--- config.mk ---
export PLATFORM = sky130hd
export DESIGN_NAME = polyline_fixed_length_splitter_flat
export DESIGN_NICKNAME = d
export VERILOG_FILES = /design/src/rtl/pfls_pkg.sv /design/src/rtl/pfls_chan_if.sv /design/src/rtl/pfls_dp.sv /design/src/rtl/pfls_ctrl.sv /design/src/rtl/polyline_fixed_length_splitter.sv /design/src/flat_wrapper.sv
export SDC_FILE = /design/constraint.sdc
export NUM_CORES = 1
export LEC_CHECK = 0
export BUFFER_PORTS_ARGS = -buffer_cell sky130_fd_sc_hd__buf_2
export CAP_MARGIN = 20
export CORE_MARGIN = 2
export CORE_UTILIZATION = 35
export CTS_BUF_LIST = sky130_fd_sc_hd__clkbuf_4
export DETAILED_ROUTE_END_ITERATION = 10
export GPL_ROUTABILITY_DRIVEN = 0
export SLEW_MARGIN = 40
export SYNTH_ARGS = -nofsm -noshare
export SYNTH_HDL_FRONTEND = slang
export SYNTH_SLANG_ARGS = --single-unit
--- constraint.sdc ---
create_clock -name i_clk -period 6.2 [get_ports i_clk]
set_clock_uncertainty 0.1 [all_clocks]
set_input_delay 1.24 -clock i_clk [delete_from_list [all_inputs] [get_ports i_clk]]
set_output_delay 1.24 -clock i_clk [all_outputs]
set_load 0.01 [all_outputs]
--- src/rtl/pfls_pkg.sv ---
// ----------------------------------------------------------------------------
// pfls_pkg
// Shared types and constants of the polyline fixed-length splitter.
// ----------------------------------------------------------------------------
package pfls_pkg;

    // one polyline vertex
    typedef struct packed {
        logic signed [31:0] point_x;
        logic signed [31:0] point_y;
        logic               final_vertex;
    } t_vtx;

    // one reported point
    typedef struct packed {
        logic signed [31:0] out_x;
        logic signed [31:0] out_y;
        logic [15:0]        piece_number;
        logic [1:0]         point_kind;
        logic               cut_overflow;
        logic               run_end;
    } t_pt;

    localparam logic [1:0] KIND_FIRST    = 2'd0;
    localparam logic [1:0] KIND_INTERIOR = 2'd1;
    localparam logic [1:0] KIND_CUT      = 2'd2;
    localparam logic [1:0] KIND_END      = 2'd3;

    // configuration register indexes
    localparam int         CFG_IDX_W        = 1;
    localparam int         CFG_DATA_W       = 31;
    localparam logic [0:0] REG_PIECE_LENGTH = 1'd0;
    localparam logic [0:0] REG_TOLERANCE    = 1'd1;

    localparam logic [15:0] PIECE_MAX = 16'hFFFF;
    localparam int          CUT_W     = 6;

    // step counts of the shared iterative units
    localparam logic [6:0] ROOT_STEPS = 7'd33;
    localparam logic [6:0] LEN_STEPS  = 7'd34;
    localparam logic [6:0] PROD_STEPS = 7'd66;

    // controller to datapath commands
    typedef struct packed {
        logic       latch;
        logic       first_done;
        logic       sq_mul;
        logic       sq_load;
        logic       sq_step;
        logic       div_load_len;
        logic       div_load_prod;
        logic       div_step;
        logic       div_end;
        logic       cut_mul;
        logic       cut_round;
        logic       cut_adv;
        logic       axis;
        logic       emit;
        logic [1:0] emit_kind;
        logic       emit_last;
        logic       finish;
    } t_cmd;

    // datapath to controller status
    typedef struct packed {
        logic             has_prev;
        logic             fin;
        logic             out_free;
        logic             emit_end;
        logic [CUT_W-1:0] ncuts;
    } t_sts;

endpackage

--- src/rtl/pfls_chan_if.sv ---
// ----------------------------------------------------------------------------
// pfls_chan_if
// Valid/ready channel carrying one payload item per transaction.
// ----------------------------------------------------------------------------
interface pfls_chan_if #(parameter type T = logic) ();
    logic valid;
    logic ready;
    T     data;

    modport source (output valid, output data, input ready);
    modport sink   (input valid, input data, output ready);
endinterface

--- src/rtl/pfls_dp.sv ---
// ----------------------------------------------------------------------------
// pfls_dp
// Datapath: config registers, line state, shared root and divide units,
// cut interpolation and the output register.
// ----------------------------------------------------------------------------
module pfls_dp #(
    parameter int FRAC_BITS = 16,
    parameter int MAX_CUTS  = 62
) (
    input  logic                           i_clk,
    input  logic                           i_rst_n,
    input  logic                           i_cfg_we,
    input  logic [pfls_pkg::CFG_IDX_W-1:0] i_cfg_idx,
    input  logic [pfls_pkg::CFG_DATA_W-1:0] i_cfg_data,
    input  pfls_pkg::t_vtx                 i_vtx,
    input  pfls_pkg::t_cmd                 i_cmd,
    output pfls_pkg::t_sts                 o_sts,
    input  logic                           i_out_ready,
    output logic                           o_out_valid,
    output pfls_pkg::t_pt                  o_out
);
    import pfls_pkg::*;

    localparam logic [30:0] LEN_RST = 31'(1 << FRAC_BITS);
    localparam int          TOL_RAW = ((1 << FRAC_BITS) + 50) / 100;
    localparam logic [15:0] TOL_RST = (TOL_RAW > 65535) ? 16'hFFFF : 16'(TOL_RAW);

    logic [30:0]        r_plen;
    logic [15:0]        r_tol;
    logic               r_has_prev;
    logic signed [31:0] r_prev_x, r_prev_y;
    logic [30:0]        r_carry;
    logic [15:0]        r_piece;

    logic signed [31:0] r_x, r_y;
    logic               r_fin;
    logic [31:0]        r_ax, r_ay;
    logic               r_nx, r_ny;
    logic [63:0]        r_sx, r_sy;
    logic [65:0]        r_rad;
    logic [34:0]        r_srem;
    logic [32:0]        r_root;
    logic [65:0]        r_dq;
    logic [33:0]        r_drem;
    logic [32:0]        r_dd;
    logic [65:0]        r_prod;
    logic [CUT_W-1:0]   r_ncuts;
    logic               r_ovf;
    logic [30:0]        r_cnew;
    logic               r_emit_end;
    logic [15:0]        r_piece_nx;
    logic [15:0]        r_cpiece;
    logic signed [38:0] r_t;
    logic signed [31:0] r_cx, r_cy;
    logic               r_ov;
    t_pt                r_out;

    logic [30:0]        w_len;
    logic signed [32:0] w_dx, w_dy;
    logic [36:0]        w_rem_s, w_trial;
    logic               w_sge;
    logic [34:0]        w_drs;
    logic               w_dge;
    logic [33:0]        w_total;
    logic [33:0]        w_n;
    logic               w_novf;
    logic [34:0]        w_psum;
    logic [32:0]        w_tu;
    logic [31:0]        w_a;
    logic [32:0]        w_q;
    logic signed [31:0] w_base, w_c;
    logic               w_neg;

    // piece length of zero acts as one
    assign w_len = (r_plen == 31'd0) ? 31'd1 : r_plen;

    always_ff @(posedge i_clk) begin
        if (!i_rst_n) begin
            r_plen <= LEN_RST;
            r_tol  <= TOL_RST;
        end else if (i_cfg_we) begin
            case (i_cfg_idx)
                REG_PIECE_LENGTH: r_plen <= i_cfg_data;
                REG_TOLERANCE:    r_tol  <= i_cfg_data[15:0];
                default:          ;
            endcase
        end
    end

    assign w_dx = 33'(i_vtx.point_x) - 33'(r_prev_x);
    assign w_dy = 33'(i_vtx.point_y) - 33'(r_prev_y);

    assign w_rem_s = {r_srem, r_rad[65:64]};
    assign w_trial = {2'b00, r_root, 2'b01};
    assign w_sge   = (w_rem_s >= w_trial);

    assign w_drs = {r_drem, r_dq[65]};
    assign w_dge = (w_drs >= {2'b00, r_dd});

    assign w_total = 34'(r_carry) + 34'(r_root);
    assign w_n     = r_dq[33:0];
    assign w_novf  = (w_n > 34'(MAX_CUTS));
    assign w_psum  = 35'(r_piece) + 35'(w_n);

    // clamp the cut offset into the segment
    always_comb begin
        if (r_t[38])
            w_tu = 33'd0;
        else if (r_t > $signed({6'd0, r_root}))
            w_tu = r_root;
        else
            w_tu = r_t[32:0];
    end

    assign w_a    = i_cmd.axis ? r_ay : r_ax;
    assign w_neg  = i_cmd.axis ? r_ny : r_nx;
    assign w_base = i_cmd.axis ? r_prev_y : r_prev_x;
    assign w_q    = (r_root == 33'd0) ? 33'd0 :
                    r_dq[32:0] + 33'({r_drem, 1'b0} >= {2'b00, r_dd});
    assign w_c    = w_neg ? w_base - $signed(w_q[31:0]) : w_base + $signed(w_q[31:0]);

    // working registers
    always_ff @(posedge i_clk) begin
        if (i_cmd.latch) begin
            r_x   <= i_vtx.point_x;
            r_y   <= i_vtx.point_y;
            r_fin <= i_vtx.final_vertex;
            r_nx  <= w_dx[32];
            r_ny  <= w_dy[32];
            r_ax  <= w_dx[32] ? 32'(-w_dx) : w_dx[31:0];
            r_ay  <= w_dy[32] ? 32'(-w_dy) : w_dy[31:0];
        end
        if (i_cmd.sq_mul) begin
            r_sx <= 64'(r_ax) * 64'(r_ax);
            r_sy <= 64'(r_ay) * 64'(r_ay);
        end
        if (i_cmd.sq_load) begin
            r_rad  <= 66'(r_sx) + 66'(r_sy);
            r_srem <= '0;
            r_root <= '0;
        end else if (i_cmd.sq_step) begin
            r_rad <= {r_rad[63:0], 2'b00};
            if (w_sge) begin
                r_srem <= 35'(w_rem_s - w_trial);
                r_root <= {r_root[31:0], 1'b1};
            end else begin
                r_srem <= w_rem_s[34:0];
                r_root <= {r_root[31:0], 1'b0};
            end
        end
        if (i_cmd.div_load_len) begin
            r_dq   <= {w_total, 32'd0};
            r_drem <= '0;
            r_dd   <= {2'b00, w_len};
        end else if (i_cmd.div_load_prod) begin
            r_dq   <= r_prod;
            r_drem <= '0;
            r_dd   <= r_root;
        end else if (i_cmd.div_step) begin
            r_dq   <= {r_dq[64:0], w_dge};
            r_drem <= w_dge ? 34'(w_drs - {2'b00, r_dd}) : w_drs[33:0];
        end
        if (i_cmd.div_end) begin
            r_ncuts    <= w_novf ? CUT_W'(MAX_CUTS) : w_n[CUT_W-1:0];
            r_ovf      <= w_novf;
            r_cnew     <= r_drem[30:0];
            r_emit_end <= (r_drem[30:0] > {15'd0, r_tol});
            r_piece_nx <= (w_psum > 35'(PIECE_MAX)) ? PIECE_MAX : w_psum[15:0];
            r_cpiece   <= r_piece;
            r_t        <= $signed({8'd0, w_len}) - $signed({8'd0, r_carry});
        end else if (i_cmd.cut_adv) begin
            r_t      <= r_t + $signed({8'd0, w_len});
            r_cpiece <= (r_cpiece == PIECE_MAX) ? PIECE_MAX : r_cpiece + 16'd1;
        end
        if (i_cmd.cut_mul)
            r_prod <= 66'(w_a) * 66'(w_tu);
        if (i_cmd.cut_round) begin
            if (i_cmd.axis)
                r_cy <= w_c;
            else
                r_cx <= w_c;
        end
    end

    // line state
    always_ff @(posedge i_clk) begin
        if (!i_rst_n) begin
            r_has_prev <= 1'b0;
            r_prev_x   <= '0;
            r_prev_y   <= '0;
            r_carry    <= '0;
            r_piece    <= '0;
        end else if (i_cmd.first_done) begin
            r_carry    <= '0;
            r_piece    <= '0;
            r_has_prev <= !r_fin;
            if (!r_fin) begin
                r_prev_x <= r_x;
                r_prev_y <= r_y;
            end
        end else if (i_cmd.finish) begin
            if (r_fin) begin
                r_has_prev <= 1'b0;
                r_prev_x   <= '0;
                r_prev_y   <= '0;
                r_carry    <= '0;
                r_piece    <= '0;
            end else begin
                r_prev_x <= r_x;
                r_prev_y <= r_y;
                r_carry  <= r_cnew;
                r_piece  <= r_piece_nx;
            end
        end
    end

    // output register
    always_ff @(posedge i_clk) begin
        if (!i_rst_n) begin
            r_ov <= 1'b0;
        end else if (i_cmd.emit) begin
            r_ov <= 1'b1;
        end else if (i_out_ready) begin
            r_ov <= 1'b0;
        end
    end

    always_ff @(posedge i_clk) begin
        if (i_cmd.emit) begin
            r_out.point_kind <= i_cmd.emit_kind;
            r_out.run_end    <= i_cmd.emit_last;
            case (i_cmd.emit_kind)
                KIND_FIRST: begin
                    r_out.out_x        <= r_x;
                    r_out.out_y        <= r_y;
                    r_out.piece_number <= '0;
                    r_out.cut_overflow <= 1'b0;
                end
                KIND_CUT: begin
                    r_out.out_x        <= r_cx;
                    r_out.out_y        <= r_cy;
                    r_out.piece_number <= r_cpiece;
                    r_out.cut_overflow <= r_ovf;
                end
                default: begin
                    r_out.out_x        <= r_x;
                    r_out.out_y        <= r_y;
                    r_out.piece_number <= r_piece_nx;
                    r_out.cut_overflow <= r_ovf;
                end
            endcase
        end
    end

    assign o_out_valid    = r_ov;
    assign o_out          = r_out;
    assign o_sts.has_prev = r_has_prev;
    assign o_sts.fin      = r_fin;
    assign o_sts.out_free = !r_ov || i_out_ready;
    assign o_sts.emit_end = r_emit_end;
    assign o_sts.ncuts    = r_ncuts;

endmodule

--- src/rtl/pfls_ctrl.sv ---
// ----------------------------------------------------------------------------
// pfls_ctrl
// Controller: sequences root, divide, cut and emit steps for one vertex.
// ----------------------------------------------------------------------------
module pfls_ctrl (
    input  logic           i_clk,
    input  logic           i_rst_n,
    input  logic           i_in_valid,
    output logic           o_in_ready,
    input  pfls_pkg::t_sts i_sts,
    output pfls_pkg::t_cmd o_cmd
);
    import pfls_pkg::*;

    typedef enum logic [3:0] {
        S_IDLE, S_FIRST, S_SQMUL, S_SQLOAD, S_SQRT, S_DIVLD, S_DIV, S_DIVEND,
        S_CHECK, S_CUTMUL, S_CUTLD, S_MDIV, S_ROUND, S_CUTEMIT, S_ENDEMIT, S_FINISH
    } t_state;

    t_state           r_state, n_state;
    logic [6:0]       r_cnt, n_cnt;
    logic [CUT_W-1:0] r_k, n_k;
    logic             r_axis, n_axis;

    always_comb begin
        n_state = r_state;
        n_cnt   = r_cnt;
        n_k     = r_k;
        n_axis  = r_axis;
        o_cmd   = '0;
        o_cmd.axis = r_axis;
        o_in_ready = 1'b0;
        case (r_state)
            S_IDLE: begin
                o_in_ready = 1'b1;
                if (i_in_valid) begin
                    o_cmd.latch = 1'b1;
                    n_state = i_sts.has_prev ? S_SQMUL : S_FIRST;
                end
            end
            S_FIRST: begin
                if (i_sts.out_free) begin
                    o_cmd.emit       = 1'b1;
                    o_cmd.emit_kind  = KIND_FIRST;
                    o_cmd.emit_last  = 1'b1;
                    o_cmd.first_done = 1'b1;
                    n_state = S_IDLE;
                end
            end
            S_SQMUL: begin
                o_cmd.sq_mul = 1'b1;
                n_state = S_SQLOAD;
            end
            S_SQLOAD: begin
                o_cmd.sq_load = 1'b1;
                n_cnt   = '0;
                n_state = S_SQRT;
            end
            S_SQRT: begin
                o_cmd.sq_step = 1'b1;
                n_cnt = r_cnt + 7'd1;
                if (r_cnt == ROOT_STEPS - 7'd1)
                    n_state = S_DIVLD;
            end
            S_DIVLD: begin
                o_cmd.div_load_len = 1'b1;
                n_cnt   = '0;
                n_state = S_DIV;
            end
            S_DIV: begin
                o_cmd.div_step = 1'b1;
                n_cnt = r_cnt + 7'd1;
                if (r_cnt == LEN_STEPS - 7'd1)
                    n_state = S_DIVEND;
            end
            S_DIVEND: begin
                o_cmd.div_end = 1'b1;
                n_k     = '0;
                n_state = S_CHECK;
            end
            S_CHECK: begin
                n_axis = 1'b0;
                if (r_k < i_sts.ncuts)
                    n_state = S_CUTMUL;
                else if (i_sts.emit_end)
                    n_state = S_ENDEMIT;
                else
                    n_state = S_FINISH;
            end
            S_CUTMUL: begin
                o_cmd.cut_mul = 1'b1;
                n_state = S_CUTLD;
            end
            S_CUTLD: begin
                o_cmd.div_load_prod = 1'b1;
                n_cnt   = '0;
                n_state = S_MDIV;
            end
            S_MDIV: begin
                o_cmd.div_step = 1'b1;
                n_cnt = r_cnt + 7'd1;
                if (r_cnt == PROD_STEPS - 7'd1)
                    n_state = S_ROUND;
            end
            S_ROUND: begin
                o_cmd.cut_round = 1'b1;
                if (r_axis) begin
                    n_state = S_CUTEMIT;
                end else begin
                    n_axis  = 1'b1;
                    n_state = S_CUTMUL;
                end
            end
            S_CUTEMIT: begin
                if (i_sts.out_free) begin
                    o_cmd.emit      = 1'b1;
                    o_cmd.emit_kind = KIND_CUT;
                    o_cmd.emit_last = (r_k == i_sts.ncuts - CUT_W'(1)) && !i_sts.emit_end;
                    o_cmd.cut_adv   = 1'b1;
                    n_k     = r_k + CUT_W'(1);
                    n_state = S_CHECK;
                end
            end
            S_ENDEMIT: begin
                if (i_sts.out_free) begin
                    o_cmd.emit      = 1'b1;
                    o_cmd.emit_kind = i_sts.fin ? KIND_END : KIND_INTERIOR;
                    o_cmd.emit_last = 1'b1;
                    n_state = S_FINISH;
                end
            end
            S_FINISH: begin
                o_cmd.finish = 1'b1;
                n_state = S_IDLE;
            end
            default: n_state = S_IDLE;
        endcase
    end

    always_ff @(posedge i_clk) begin
        if (!i_rst_n) begin
            r_state <= S_IDLE;
            r_cnt   <= '0;
            r_k     <= '0;
            r_axis  <= 1'b0;
        end else begin
            r_state <= n_state;
            r_cnt   <= n_cnt;
            r_k     <= n_k;
            r_axis  <= n_axis;
        end
    end

endmodule

--- src/rtl/polyline_fixed_length_splitter.sv ---
// ----------------------------------------------------------------------------
// polyline_fixed_length_splitter
// Splits a polyline into pieces of fixed arc length and reports cut points.
// ----------------------------------------------------------------------------
// Vertices arrive one transaction at a time on i_vtx; reported points leave on
// o_pt. One vertex is in work at a time. A later vertex goes through accept,
// setup, a 33-step square root and a 34-step divide on the shared divide unit,
// check and close, plus a step when the vertex itself is reported, plus a
// multiply and a 66-step divide per axis for each cut point shown, plus output
// stall time. The output register lets one finished point wait while the next
// is computed. Configuration on i_cfg_* must be written only while idle; the
// block itself does not enforce this.
// ----------------------------------------------------------------------------
module polyline_fixed_length_splitter #(
    parameter int MAX_CUTS  = 62,
    parameter int FRAC_BITS = 16
) (
    input  logic                             i_clk,
    input  logic                             i_rst_n,
    input  logic                             i_cfg_we,
    input  logic [pfls_pkg::CFG_IDX_W-1:0]   i_cfg_idx,
    input  logic [pfls_pkg::CFG_DATA_W-1:0]  i_cfg_data,
    pfls_chan_if.sink                        i_vtx,
    pfls_chan_if.source                      o_pt
);
    import pfls_pkg::*;

    t_cmd w_cmd;
    t_sts w_sts;
    logic w_in_ready;
    logic w_out_valid;
    t_pt  w_out;

    // controller: accepts a vertex only when idle, then steps the datapath
    pfls_ctrl u_ctrl (
        .i_clk      (i_clk),
        .i_rst_n    (i_rst_n),
        .i_in_valid (i_vtx.valid),
        .o_in_ready (w_in_ready),
        .i_sts      (w_sts),
        .o_cmd      (w_cmd)
    );

    // datapath: holds line state, arithmetic units and the output register
    pfls_dp #(
        .FRAC_BITS (FRAC_BITS),
        .MAX_CUTS  (MAX_CUTS)
    ) u_dp (
        .i_clk       (i_clk),
        .i_rst_n     (i_rst_n),
        .i_cfg_we    (i_cfg_we),
        .i_cfg_idx   (i_cfg_idx),
        .i_cfg_data  (i_cfg_data),
        .i_vtx       (i_vtx.data),
        .i_cmd       (w_cmd),
        .o_sts       (w_sts),
        .i_out_ready (o_pt.ready),
        .o_out_valid (w_out_valid),
        .o_out       (w_out)
    );

    assign i_vtx.ready = w_in_ready;
    assign o_pt.valid  = w_out_valid;
    assign o_pt.data   = w_out;

endmodule

--- src/flat_wrapper.sv ---
// flat-port wrapper written by rule: the top's interface ports become plain ports
module polyline_fixed_length_splitter_flat import pfls_pkg::*;
#(
    parameter int MAX_CUTS  = 62,
    parameter int FRAC_BITS = 16
)
  (i_clk, i_rst_n, i_cfg_we, i_cfg_idx, i_cfg_data, i_vtx_valid, i_vtx_data, i_vtx_ready, o_pt_valid, o_pt_data, o_pt_ready);
  pfls_chan_if i_vtx_i ();
  pfls_chan_if o_pt_i ();
  input  logic i_clk;
  input  logic i_rst_n;
  input  logic i_cfg_we;
  input  logic [pfls_pkg::CFG_IDX_W-1:0] i_cfg_idx;
  input  logic [pfls_pkg::CFG_DATA_W-1:0] i_cfg_data;
  input wire logic [$bits(i_vtx_i.valid)-1:0] i_vtx_valid;
  input wire logic [$bits(i_vtx_i.data)-1:0] i_vtx_data;
  output wire logic [$bits(i_vtx_i.ready)-1:0] i_vtx_ready;
  output wire logic [$bits(o_pt_i.valid)-1:0] o_pt_valid;
  output wire logic [$bits(o_pt_i.data)-1:0] o_pt_data;
  input wire logic [$bits(o_pt_i.ready)-1:0] o_pt_ready;
  assign i_vtx_i.valid = i_vtx_valid;
  assign i_vtx_i.data = i_vtx_data;
  assign i_vtx_ready = i_vtx_i.ready;
  assign o_pt_valid = o_pt_i.valid;
  assign o_pt_data = o_pt_i.data;
  assign o_pt_i.ready = o_pt_ready;
  polyline_fixed_length_splitter #(.MAX_CUTS(MAX_CUTS), .FRAC_BITS(FRAC_BITS)) u_core (.i_clk(i_clk), .i_rst_n(i_rst_n), .i_cfg_we(i_cfg_we), .i_cfg_idx(i_cfg_idx), .i_cfg_data(i_cfg_data), .i_vtx(i_vtx_i), .o_pt(o_pt_i));
endmodule
==> flow_summary.toml, run 1 <==
[sta]
setup_viol = 0
fin_crit_sh_pct = 65.2
tns_ns = 0
rsz0062_at_grt = "no"
period_minus_slack_ns = 4.04
whs_ns = 0.324
worst_pin_slew_ns = 0.794
slew_violations = 0
hold_violations = 0
fin_ws_ns = 2.16
fmax_mhz = 247
max_slew_margin_pct = 46.6

[critical_path]
worst_ep_required_time_ns = 6.78
critical_path.top_delay_family = "compound AO/OA/AOI/OAI gates"
crit_arrival_ns = 4.63
worst_path_max_delay_cell = "o31ai_1"
slowest_delay_ns = 0.49
path_buf_inv = 3
reg2reg_depth = 15
worst-path-max-fanout = 23
crit_path_frequent_cell = "a21oi_1"
crit_chain = "inv_1, ha_1, fa_1, a21o_1, nand4_1, a21oi_1, o31ai_1, o21ai_0, o21ai_1, o211ai_4, buf_8, buf_4, nor2_1, a21oi_1, a22o_1"
worstSetupStartpointType = "register"
critPathKind = "reg -> reg"
worst_r2r_endpoint = "u_core.u_dp.r_srem[33]"
reg2reg_slack_ns = 2.16
cp-end-kind = "register"
r2r-start = "u_core.u_dp.r_root[1]"

[synthesis]
ys.flop_type = "dfxtp_1"
synth_enable_flop_cells = 105
synth-seq-cells = 337
avgSynthCellArea_um2 = 8.41
ys_types = 72
netlist_area_um2 = 19100
ys_seq_area_share_pct = 40.8
ys_async_sr_fraction_pct = 0
synthCells = 2270
ys_warn_count = 0
synth_nets = 2434

[clocking]
cts_buffers = 93
cts_tree = "yes"
cts_hold_buffers = 0
clkLatencyLatePin_ns = 0.84
htreeDepth = 3
clkTransAtPathRegs_ns = 0.07
cts-resized-gates = 0
root_buffer = "clkbuf_4"
clock-sinks = 337
ctsLongestPathBuffers = 3
post_cts_buffers = 0

[pwr]
power.total_mw = 8.38
peakVddDrop_mv = 0.173
p_sw_mw = 3.39
power_frac_clock_pct = 24.5
switching_share_pct = 40.4
pwr-share-comb_pct = 41.2
power.leakage_nw = 8.74
seqPwrFrac_pct = 34.2
p_int_mw = 4.99
power.density_nw_per_um2 = 397

[job]
maxCapViolCount = 0

[route]
wl_um = 53400
ant_nets = 0
post-route-drc-count = 0
wl_per_cell_um = 17.4
dr.pass1.iters = 5
vias = 16556
viasPerCell = 5.38
drt_iter0_markers = 1436

[finish]
utilization_pct = 39.2
multi_input_area_um2 = 10500
final_nets = 2471
nFillCells = 5471
area_delta_synth_final_pct = 10.6
seqCellArea_um2 = 7800
drive_gt1_share_pct = 10.2

[die]
core-area_um2 = 53900
start_util_pct = 35.4
fp.dieH_um = 238
die_x_um = 238
row_count = 85
ios = 41
die_area_um2 = 56400

[grt]
grt_usage_pct = 18.9
grt_pass1_wl_um = 85000
antenna_found_initial = 2
overflow = 0
grt_max_degree = 74
first_global_vias = 15848

[hold_path]
min-delay-start = "u_core.u_dp.r_dq[27]"
whs_path_depth = 2
hp-class = "reg -> reg"
holdPathEnd = "u_core.u_dp.r_dq[28]"

[status]
outcome = "finished, final reports clean"

[place]
dp_hpwl_um = 38300
port_buffers = 40
pre_cts_ws_ns = 2.18
[worst min-delay path, cell delays in order, from the launching register on]
cell     delay (ns)
dfxtp_1        0.32
nand2_1        0.06
nand2_1        0.04
[through the flow]
stage | cells | area, um2
final | 3080 | 21100
after global routing | 3080 | 21100
after CTS | 3076 | 21100
after detailed placement | 2907 | 19900
after global placement | 2906 | 19900
after floorplan | 2270 | 19100
[how the worst max path moves through the flow]
stage / start / cells after the start / endpoint / slack, ns
2_1_floorplan: u_core.u_ctrl.r_state[2] / 8 / u_core.u_dp.r_dq[32] / 2.63
3_3_place_gp: u_core.u_dp.r_dd[1] / 13 / u_core.u_dp.r_drem[3] / 2.20
3_5_place_dp: u_core.u_dp.r_srem[1] / 12 / u_core.u_dp.r_srem[4] / 2.18
4_1_cts: u_core.u_dp.r_root[1] / 14 / u_core.u_dp.r_srem[33] / 2.15
5_1_grt: u_core.u_dp.r_root[1] / 15 / u_core.u_dp.r_srem[33] / 1.95
6_report: u_core.u_dp.r_root[1] / 15 / u_core.u_dp.r_srem[33] / 2.16
[synthesized netlist by cell type (all sizes together), types with 36 or more instances]
master | count | area share, %
xor2 | 42 | 1.9
clkbuf | 108 | 2.1
nand3 | 103 | 2.7
a21o | 65 | 2.6
a21boi | 49 | 1.9
nor2 | 81 | 1.6
nand3b | 36 | 1.4
o21ai | 165 | 4.3
nand2 | 445 | 8.8
dfxtp | 232 | 24
a21oi | 181 | 4.8
ha | 123 | 8.1
inv | 113 | 2.2
edfxtp | 105 | 17
xnor2 | 50 | 2.3
[flip-flops by register name, indices dropped and copies added, names as in the netlist, 4 cells and up]
name / cells
u_core.u_ctrl.r_cnt: 7
u_core.u_ctrl.r_k: 6
u_core.u_ctrl.r_state: 4
u_core.u_dp.r_carry: 31
u_core.u_dp.r_cnew: 31
u_core.u_dp.r_dd: 33
u_core.u_dp.r_dq: 66
u_core.u_dp.r_drem: 34
u_core.u_dp.r_ncuts: 6
u_core.u_dp.r_plen: 31
u_core.u_dp.r_root: 32
u_core.u_dp.r_srem: 34
u_core.u_dp.r_tol: 16
[power groups by stage]
| stage | registers, mW | logic (mW) | clock network, mW |
|---|---|---|---|
| 2_1_floorplan | 2.79 | 2.69 | 0 |
| 3_3_place_gp | 2.91 | 3.33 | 0 |
| 3_5_place_dp | 2.91 | 3.40 | 0 |
| 4_1_cts | 2.87 | 3.43 | 2.12 |
| 5_1_grt | 2.91 | 3.86 | 2.24 |
| 6_report | 2.87 | 3.46 | 2.06 |
[final cells by class]
class	count	share of cell area [%]
Multi-Input combinational cell	1702	49.5
Clock inverter	21	0.432
Tap cell	696	4.12
Sequential cell	337	36.9
Timing Repair Buffer	60	1.71
Inverter	113	2.01
Antenna cell	3	0.0355
Clock buffer	148	5.26
[layer usage]
metal / GRT usage (%) / share of wire, % / up-vias
li1: - / - / 8221
met1: 24.5 / 45 / 7751
met2: 30.4 / 46 / 479
met3: 3.91 / 5.4 / 105
met4: 8.12 / 3.7 / 0
met5: 0 / 0 / -
[layout by cell type, fill, tap and decap left out, drive strengths merged, types with 6 or more instances in the layout]
cell type,n
and3,12
nor3,30
nand4,23
o311ai,13
inv,116
ha,123
a21boi,49
a32oi,13
clkinv,16
edfxtp,105
xor2,42
nor4,21
o21bai,17
o21ai,165
nor2,81
a31oi,18
mux2i,17
dfxtp,232
and2,12
a21oi,181
o211ai,19
clkbuf,148
o21a,15
buf,60
or3,10
a211oi,11
or2,6
nand2,445
nand3,103
a22o,7
xnor2,50
a221oi,6
nor2b,21
nand3b,36
nand2b,19
o31ai,14
a21o,65
[cells by family after synthesis]
| kind of cell | Yosys count | synth area share [%] |
|---|---|---|
| adders and majority gates | 126 | 8.38 |
| muxes | 17 | 0.891 |
| DFF | 337 | 40.8 |
| AOI/OAI and AO/OA | 634 | 21.0 |
| xor gates and xnor gates | 92 | 4.22 |
| and+or+nand+nor | 833 | 19.9 |
| buffers and inverters | 231 | 4.75 |
Note: power is estimated with default switching activity, not from simulation.
==> run 2: changes to the inputs <==
--- a/config.mk
+++ b/config.mk
@@ -5,6 +5,7 @@
 export SDC_FILE = /design/constraint.sdc
 export NUM_CORES = 1
 export LEC_CHECK = 0
+export ABC_AREA = 1
 export BUFFER_PORTS_ARGS = -buffer_cell sky130_fd_sc_hd__buf_2
 export CAP_MARGIN = 20
 export CORE_MARGIN = 2
==> constraint.sdc (replaced) <==
create_clock -name i_clk -period 4.2 [get_ports i_clk]
set_clock_uncertainty 0.1 [all_clocks]
set_input_delay 0.84 -clock i_clk [delete_from_list [all_inputs] [get_ports i_clk]]
set_output_delay 0.84 -clock i_clk [all_outputs]
set_load 0.01 [all_outputs]
==> flow_summary.toml, run 2 <==
[route]
wl_per_cell_um = 16.2
viasPerCell = 5.00
dr.pass1.iters = 6
ant_nets = 0
vias = 20036
post-route-drc-count = 0
drt_iter0_markers = 1855
wl_um = 65000

[synthesis]
ys_seq_area_share_pct = 37.0
avgSynthCellArea_um2 = 6.81
synth_nets = 3253
ys_warn_count = 0
yosys-top-cells-count = "nand2_1, inv_1, nor2_1, o21ai_0, dfxtp_1"
netlist_area_um2 = 21000
ys.flop_type = "dfxtp_1"
ys_types = 48
synthDominantAreaCellType = "dfxtp_1"
synth_enable_flop_cells = 105
synth.most_common_cell = "nand2_1"
synth_top_area_share_pct = 22.1
synthCells = 3089
ys_async_sr_fraction_pct = 0
synth_top_cells_by_area = "dfxtp_1, nand2_1, edfxtp_1, inv_1, ha_1"
synth-seq-cells = 337

[critical_path]
worstSetupStartpointType = "register"
worst-path-max-fanout = 32
crit_arrival_ns = 3.63
worst_ep_required_time_ns = 4.80
critPathKind = "reg -> reg"
cp-end-kind = "register"

[sta]
rsz0062_at_grt = "no"
tns_ns = 0
hold_violations = 0
fin_crit_sh_pct = 72.0
whs_ns = 0.142
max_slew_margin_pct = 45.0
worst_pin_slew_ns = 0.820
fin_ws_ns = 1.18
period_minus_slack_ns = 3.02
fmax_mhz = 331
slew_violations = 0
setup_viol = 0

[die]
die_area_um2 = 62100
die_x_um = 249
core-area_um2 = 59200
start_util_pct = 35.5
fp.dieH_um = 249
ios = 41
row_count = 89

[clocking]
cts-resized-gates = 0
cts_hold_buffers = 1
clkTransAtPathRegs_ns = 0.06
clkLatencyLatePin_ns = 0.85
cts_tree = "yes"
root_buffer = "clkbuf_4"
cts_buffers = 91
post_cts_buffers = 0
ctsLongestPathBuffers = 3
htreeDepth = 3
clock-sinks = 337

[finish]
layout.cells.non_filler = 4005
nFillCells = 6307
top_regs = "u_core.u_dp.r_dq: 66 flops, u_core.u_dp.r_drem: 34 flops, u_core.u_dp.r_srem: 34 flops"
largest_reg_flops = 66
drive_gt1_share_pct = 7.90
final_cell_area_um2 = 23300
utilization_pct = 39.3
final_cell_mix = "nand2_1, inv_1, nor2_1, o21ai_0, dfxtp_1"
top_register = "u_core.u_dp.r_dq"
area_delta_synth_final_pct = 10.7
final_common_cell = "nand2_1"
final_nets = 3323

[grt]
antenna_found_initial = 3
grt_max_degree = 98
grt_usage_pct = 20.8
overflow = 0
grt_pass1_wl_um = 103000
first_global_vias = 18613

[place]
postPlaceCellArea_um2 = 22100
dp_hpwl_um = 49700
pre_cts_ws_ns = 1.22
port_buffers = 40
place_inst = 3838

[pwr]
power.total_mw = 14.5
power.density_nw_per_um2 = 621
peakVddDrop_mv = 0.650
power.leakage_nw = 11.6

[status]
outcome = "finished, final reports clean"

[hold_path]
hp-class = "in -> reg"

[job]
maxCapViolCount = 0
[run 2: final cells by class]
class / instances / area, um2 / area share, %
Sequential cell: 337 / 7800 / 33.5
Timing Repair Buffer: 65 / 442 / 1.90
Multi-Input combinational cell: 2190 / 11100 / 47.6
Clock inverter: 23 / 163 / 0.698
Tap cell: 773 / 967 / 4.15
Inverter: 474 / 1780 / 7.65
Antenna cell: 3 / 7.51 / 0.0322
Clock buffer: 140 / 1050 / 4.51
[run 2: kinds of logic (layout without fill, tap and decap cells)]
family | count (synthesis) | count (layout) | synth area share [%]
xor+xnor | 44 | 44 | 1.83
compound gates | 516 | 516 | 12.9
other cells | 0 | 3 | 0
fa+ha+maj | 126 | 126 | 7.60
buf+inv | 562 | 702 | 10.4
flops | 337 | 337 | 37.0
simple gates | 1504 | 1504 | 30.2
[run 2: metal layers]
metal / GRT usage, % / share of wire [%] / wire [um] / up-vias
li1: - / - / - / 10220
met1: 30.0 / 48 / 31400 / 9107
met2: 31.3 / 43 / 27700 / 589
met3: 3.39 / 6.4 / 4160 / 120
met5: 0 / 0 / 0 / -
met4: 6.76 / 2.6 / 1720 / 0
[run 2: final timing paths]
kind / slack, ns / startpoint / cells after the start / end
hold reg to reg: 0.35 / u_core.u_dp.r_srem[34] / 2 / u_core.u_dp.r_srem[34]
hold / removal: 0.14 / i_cfg_data[16] / 3 / u_core.u_dp.r_plen[16]
setup / recovery: 1.18 / u_core.u_dp.r_root[31] / 12 / u_core.u_dp.r_srem[23]
setup reg to reg: 1.18 / u_core.u_dp.r_root[31] / 12 / u_core.u_dp.r_srem[23]
[run 2: report_power, final]
group / internal [mW] / total, mW / switching, mW
sequential: 3.93 / 4.32 / 0.393
combinational: 2.30 / 7.04 / 4.74
clock: 1.64 / 3.11 / 1.47
[run 2: worst max-delay path: stages (launching register included)]
cell and delay, ns:
dfxtp_1 0.50, inv_1 0.19, ha_1 0.39, nand2_1 0.07
nor2_1 0.15, nand2_1 0.12, nor2_1 0.14, nand3_1 0.33
nand3_2 0.47, buf_12 0.24, nand3_1 0.09, nand3_1 0.07
nand2_1 0.05
